--- src/brc_pkg.sv ---
// Shared types and constants for the byte recurrence checksum.
`timescale 1ns / 1ps
`default_nettype none

package brc_pkg;

    // Field and state widths.
    localparam int unsigned BYTE_W  = 8;
    localparam int unsigned VALUE_W = 16;

    typedef logic [BYTE_W-1:0]  t_byte;
    typedef logic [VALUE_W-1:0] t_value;

    // Recurrence constants.
    localparam t_byte  ALPHA_MUL    = 8'd17;
    localparam t_byte  BETA_MUL     = 8'd31;
    localparam t_value MODULUS      = 16'hFFFF;
    localparam t_value FIRST_OFFSET = 16'd7;
    localparam t_value PREV_INIT    = 16'd1;
    localparam t_value CUR_INIT     = 16'd1;

endpackage

`default_nettype wire

--- src/brc_step.sv ---
// Combinational recurrence step: next value from byte, position and the two previous values.
`timescale 1ns / 1ps
`default_nettype none

module brc_step (
    input  wire brc_pkg::t_byte  i_data_byte,
    input  wire brc_pkg::t_byte  i_pos,
    input  wire brc_pkg::t_value i_cur,
    input  wire brc_pkg::t_value i_prev,
    output brc_pkg::t_value      o_next
);
    import brc_pkg::*;

    logic [7:0]  w_alpha;
    logic [7:0]  w_beta;
    logic [8:0]  w_sum;
    logic [24:0] w_prod_a;
    logic [23:0] w_prod_b;
    logic        w_ge;
    logic [24:0] w_mag;
    logic [16:0] w_fold;
    t_value      w_red;

    // Position-dependent coefficients, kept to their low byte.
    assign w_alpha = 8'(i_pos * ALPHA_MUL);
    assign w_beta  = 8'(i_pos * BETA_MUL);
    assign w_sum   = {1'b0, i_data_byte} + {1'b0, w_alpha};

    // The two narrow products.
    assign w_prod_a = 25'(w_sum) * 25'(i_cur);
    assign w_prod_b = 24'(w_beta) * 24'(i_prev);

    // Magnitude of the difference and its sign.
    assign w_ge  = (w_prod_a >= {1'b0, w_prod_b});
    assign w_mag = w_ge ? (w_prod_a - {1'b0, w_prod_b}) : ({1'b0, w_prod_b} - w_prod_a);

    // End-around fold: 2^16 is 1 modulo 65535, then one conditional subtract.
    assign w_fold = {1'b0, w_mag[15:0]} + {8'd0, w_mag[24:16]};
    assign w_red  = (w_fold >= {1'b0, MODULUS}) ? 16'(w_fold - {1'b0, MODULUS})
                                                : w_fold[15:0];

    // A negative difference wraps modulo 2^64, which leaves (1 - m) mod 65535.
    always_comb begin
        if (w_ge) begin
            o_next = w_red;
        end else if (w_red <= 16'd1) begin
            o_next = 16'd1 - w_red;
        end else begin
            o_next = 16'd0 - w_red;
        end
    end

endmodule

`default_nettype wire

--- src/byte_recurrence_checksum_top.sv ---
// Top level of the byte recurrence checksum: input register, recurrence state, result register.
//
//  Channel  Dir  Signals                         Contents
//  s        in   tvalid tready tdata tuser tlast data_byte, first_byte, last_byte
//  m        out  tvalid tready tdata             checksum
//
// One byte is taken per cycle unless a message end is held back by a stalled result; the
// recurrence update (two narrow multiplies and the end-around fold) is combinational on the held
// byte and is registered when it leaves the input register. The checksum of a message appears
// on m at the same edge where its last byte leaves the input register.
// Reset is synchronous and active low; it restores prev = 1, cur = 1, position 0.
// A stalled result only holds back a byte that marks the end of a message; other bytes keep flowing.
`timescale 1ns / 1ps
`default_nettype none

module byte_recurrence_checksum_top (
    input  wire                  i_clk,
    input  wire                  i_rst_n,
    input  wire                  i_s_tvalid,
    output logic                 o_s_tready,
    input  wire  brc_pkg::t_byte i_s_tdata,  // [7:0] data_byte
    input  wire                  i_s_tuser,  // [0] first_byte
    input  wire                  i_s_tlast,  // last_byte
    output logic                 o_m_tvalid,
    input  wire                  i_m_tready,
    output brc_pkg::t_value      o_m_tdata   // [15:0] checksum
);
    import brc_pkg::*;

    logic   r_in_valid;
    t_byte  r_in_byte;
    logic   r_in_first;
    logic   r_in_last;
    t_value r_prev;
    t_value r_cur;
    t_byte  r_pos;
    logic   r_out_valid;
    t_value r_out_data;

    t_value n_prev;
    t_value n_cur;
    t_byte  n_pos;
    t_value w_step;
    t_byte  w_pos_inc;
    logic   w_advance;

    // The held byte moves on unless it ends a message and the result slot is still full.
    assign w_advance  = r_in_valid && (!r_in_last || !r_out_valid || i_m_tready);
    assign o_s_tready = !r_in_valid || w_advance;
    assign w_pos_inc  = r_pos + 8'd1;

    brc_step u_step (
        .i_data_byte (r_in_byte),
        .i_pos       (w_pos_inc),
        .i_cur       (r_cur),
        .i_prev      (r_prev),
        .o_next      (w_step)
    );

    // Next recurrence state for the held byte.
    always_comb begin
        if (r_in_first) begin
            n_prev = PREV_INIT;
            n_cur  = {8'd0, r_in_byte} + FIRST_OFFSET;
            n_pos  = '0;
        end else begin
            n_prev = r_cur;
            n_cur  = w_step;
            n_pos  = w_pos_inc;
        end
    end

    // Control and recurrence state.
    always_ff @(posedge i_clk) begin
        if (!i_rst_n) begin
            r_in_valid  <= 1'b0;
            r_out_valid <= 1'b0;
            r_prev      <= PREV_INIT;
            r_cur       <= CUR_INIT;
            r_pos       <= '0;
        end else begin
            if (o_s_tready) begin
                r_in_valid <= i_s_tvalid;
            end
            if (w_advance) begin
                r_prev <= n_prev;
                r_cur  <= n_cur;
                r_pos  <= n_pos;
            end
            if (w_advance && r_in_last) begin
                r_out_valid <= 1'b1;
            end else if (i_m_tready) begin
                r_out_valid <= 1'b0;
            end
        end
    end

    // Payload registers.
    always_ff @(posedge i_clk) begin
        if (o_s_tready) begin
            r_in_byte  <= i_s_tdata;
            r_in_first <= i_s_tuser;
            r_in_last  <= i_s_tlast;
        end
        if (w_advance && r_in_last) begin
            r_out_data <= n_cur;
        end
    end

    assign o_m_tvalid = r_out_valid;
    assign o_m_tdata  = r_out_data;

    // A checksum is always reduced below the modulus.
    a_out_reduced: assert property (@(posedge i_clk) disable iff (!i_rst_n)
        r_out_valid |-> (r_out_data != MODULUS))
        else $error("checksum not reduced");

    // A message end waiting on a full, stalled result slot stays in the input register.
    a_last_held: assert property (@(posedge i_clk) disable iff (!i_rst_n)
        (r_in_valid && r_in_last && r_out_valid && !i_m_tready) |=> r_in_valid)
        else $error("message end dropped while result stalled");

    // A first byte restarts the position and the older value.
    a_first_restart: assert property (@(posedge i_clk) disable iff (!i_rst_n)
        (w_advance && r_in_first) |=> (r_pos == '0) && (r_prev == PREV_INIT))
        else $error("first byte did not restart the recurrence");

    // Otherwise the position steps by one per processed byte.
    a_pos_step: assert property (@(posedge i_clk) disable iff (!i_rst_n)
        (w_advance && !r_in_first) |=> (r_pos == $past(w_pos_inc)))
        else $error("position did not advance");

endmodule

`default_nettype wire

--- config.mk ---
export PLATFORM = sky130hd
export DESIGN_NAME = byte_recurrence_checksum_top
export DESIGN_NICKNAME = d
export VERILOG_FILES = /design/src/brc_pkg.sv /design/src/brc_step.sv /design/src/byte_recurrence_checksum_top.sv
export SDC_FILE = /design/constraint.sdc
export NUM_CORES = 1
export LEC_CHECK = 0
export BUFFER_PORTS_ARGS = -buffer_cell sky130_fd_sc_hd__buf_4
export CELL_PAD_IN_SITES_DETAIL_PLACEMENT = 0
export CELL_PAD_IN_SITES_GLOBAL_PLACEMENT = 1
export CORE_MARGIN = 8
export CORE_UTILIZATION = 55
export DETAILED_ROUTE_END_ITERATION = 12
export PLACE_DENSITY_LB_ADDON = 0.1
export SLEW_MARGIN = 10
export SYNTH_ARGS = -nofsm -noshare
export SYNTH_HDL_FRONTEND = slang
export SYNTH_SLANG_ARGS = --single-unit
--- constraint.sdc ---
create_clock -name i_clk -period 44.4 [get_ports i_clk]
set_clock_uncertainty 0.2 [all_clocks]
set_input_delay 2.22 -clock i_clk [delete_from_list [all_inputs] [get_ports i_clk]]
set_output_delay 2.22 -clock i_clk [all_outputs]
set_load 0.05 [all_outputs]
==> metrics.cfg <==
[grt]
antenna_found_initial = 0
first_global_vias = 14800
grt_max_degree = 40
grt_usage = 0.278
overflow = 0
grt_pass1_wl_um = 79600

[die]
die-area_um2 = 36300
ios = 32
core_area_um2 = 30300
die_h_um = 191
start_util = 0.553
placement_rows = 64
die_w_um = 191

[cells_and_area]
drive_gt1_frac = 0.0532
mostFrequentLayoutCells = 322 x inv_1, 193 x fa_1, 180 x nand2_1
area_growth_syn_to_layout_pct = 4.53
n_fill_cell = 2843
diodes = 0
nets = 2400
final_common_cell = inv_1

[cts]
cts_hold_buf = 0
cts_sinks = 68
clk-insertion-delay-late_ns = 0.35
cts_root_buffer = clkbuf_16
cts_tree = yes
clock_path_buffers = 2
cts_inserted_buffers = 9
post_cts_buffers = 0
htree_levels = 3
cts_resized = 0
path_clk_slew_ns = 0.06

[yosys]
yosys.area.top_type = fa_1
syn_area_um2 = 16700
ys.flop_type = dfxtp_1
async_flop_share = 0
yosys.area.top_type_share = 0.231
ys_ff_latch = 68
synth_area_leaders = fa_1 23%, ha_1 13%, inv_1 7.2%
syn-num-nets = 2436
synth_cell_type_count = 94
synth_edf_count = 26
yosysWarnings = 0
seq_area_frac_synth = 0.0968
syn_inst = 2060
syn_area_per_cell_um2 = 8.13

[routing]
met2_length_um = 22600
drc_errors = 0
firstDrtPassIters = 6
dr.first_iter.drc_count = 983
maxUsedRoutingLayer = met4
ant_nets = 0
wl_met1_um = 21900
wl_per_cell_um = 20.3
viasPerCell = 5.91
routed_wl_um = 49300
vias = 14300
wl_met3_um = 2870

[timing]
worst_pin_slew_ns = 1.06
hold_viol_final = 0
slew_violations = 0
setup_viol = 0
setup_tns_ns = 0
relSlewSlack = 0.284
min_period_ns = 18.80
rsz0062_at_grt = no
fmax_mhz = 53.2
min_period_over_period = 0.423

[worst_setup_path]
critPathArrivalTime_ns = 18.70
end_kind = flip-flop
critPathMaxStageDelay_ns = 0.80
critPathKind = flip-flop to flip-flop
required_ns = 44.30
rrSetupSlack_ns = 25.60
worstPathMaxFanout = 18
cpMaxStageDelayCell = nor2_2
r2r-start = r_pos[0]$_SDFFE_PN0P_
r2r-end = o_m_tdata[4]$_DFFE_PP_
reg2reg_depth = 63
setup.worst_path.start_class = flip-flop

[place]
place_congestion = 0.948
port_buffers = 31
hpwl_um = 40200

[worst_hold_path]
min_path_cells = 2
holdCritStartpoint = r_pos[7]$_SDFFE_PN0P_
min_path_type = flip-flop to flip-flop
min_to = r_pos[7]$_SDFFE_PN0P_

[run]
drv_cap = 0

[run_status]
status = complete, no violations

==> sequential cells by signal, indices dropped and copies added, names as in the netlist <==
name	cells
r_pos	8
o_m_tvalid	1
o_m_tdata	16
r_cur	16
r_in_byte	8
r_in_last	1
r_in_valid	1
r_prev	16
r_in_first	1
==> per-stage QoR <==
step                      instance area (um2)  worst slack, ns  instances  hold slack [ns]  utilization
final                                   17500            25.60       2425            0.299        0.578
after floorplan                         16700            27.08       2060            0.270            -
after CTS                               17500            25.74       2425            0.301        0.578
after global placement                  17200            26.35       2409            0.282        0.569
after detailed placement                17200            25.78       2409            0.291        0.569
after global routing                    17500            24.25       2425            0.328        0.578
==> layout make-up <==
cell class                 instances  area, um2  share of cell area
clock buffer                      11        243              0.0139
sequential                        68       1620              0.0926
inverter                         323       1210              0.0692
multi-input combinational       1574      13500               0.773
timing repair buffer              48        360              0.0206
clock inverter                     5       36.3             0.00207
tap                              396        495              0.0283
==> cell families after synthesis <==
group           share of synthesized area
flops                              0.0968
fa+ha+maj                           0.357
compound gates                      0.171
buf+inv                            0.0952
mux                               0.00792
simple gates                        0.207
xor+xnor                           0.0658
==> critical path: cells and delay by family, from the launching register on <==
family,cells,cell delay [ns]
xor+xnor,6,1.06
flops,1,0.65
buf+inv,6,0.89
fa+ha+maj,12,5.40
mux,1,0.55
compound gates,29,6.77
simple gates,9,2.99
==> cell usage after synthesis (5+ instances only) <==
cell type / number
xor2_1: 41
or2_2: 6
edfxtp_1: 26
nand3_1: 28
o21bai_1: 30
buf_2: 11
a22oi_1: 6
a211oi_1: 16
nand2_1: 180
o21a_1: 13
nor2_1: 90
nor3b_1: 5
a211o_1: 6
inv_1: 322
mux2i_1: 11
nor2b_1: 59
a21o_1: 36
dfxtp_1: 42
a41oi_1: 8
o21ai_0: 54
nor4_1: 7
clkbuf_1: 75
nand2b_1: 17
nand4_1: 15
o31a_1: 5
nor3_1: 36
fa_1: 193
ha_1: 169
a31oi_1: 23
and3_1: 32
and2_1: 136
a21oi_1: 133
a31o_2: 6
or3_1: 14
and4_1: 7
o211ai_1: 15
buf_1: 5
xnor2_1: 83
a2111oi_0: 6
==> worst max path at each step <==
stage,slack [ns],endpoint,startpoint
5_1_grt,24.25,o_m_tdata[4]$_DFFE_PP_,r_pos[0]$_SDFFE_PN0P_
4_1_cts,25.74,o_m_tdata[4]$_DFFE_PP_,r_pos[0]$_SDFFE_PN0P_
2_1_floorplan,27.08,r_cur[11]$_SDFFE_PN0P_,r_pos[0]$_SDFFE_PN0P_
6_report,25.60,o_m_tdata[4]$_DFFE_PP_,r_pos[0]$_SDFFE_PN0P_
3_5_place_dp,25.78,o_m_tdata[4]$_DFFE_PP_,r_pos[0]$_SDFFE_PN0P_
3_3_place_gp,26.35,o_m_tdata[4]$_DFFE_PP_,r_pos[0]$_SDFFE_PN0P_
==> routing by layer <==
| layer | GRT usage | up-vias |
|---|---|---|
| met5 | 0 | - |
| met4 | 0.108 | 0 |
| met3 | 0.0397 | 95 |
| met2 | 0.454 | 434 |
| met1 | 0.367 | 7054 |
| li1 | - | 6741 |
Power is not shown: default switching activity piles up to over one toggle a cycle in this logic, so the estimate is an artifact.
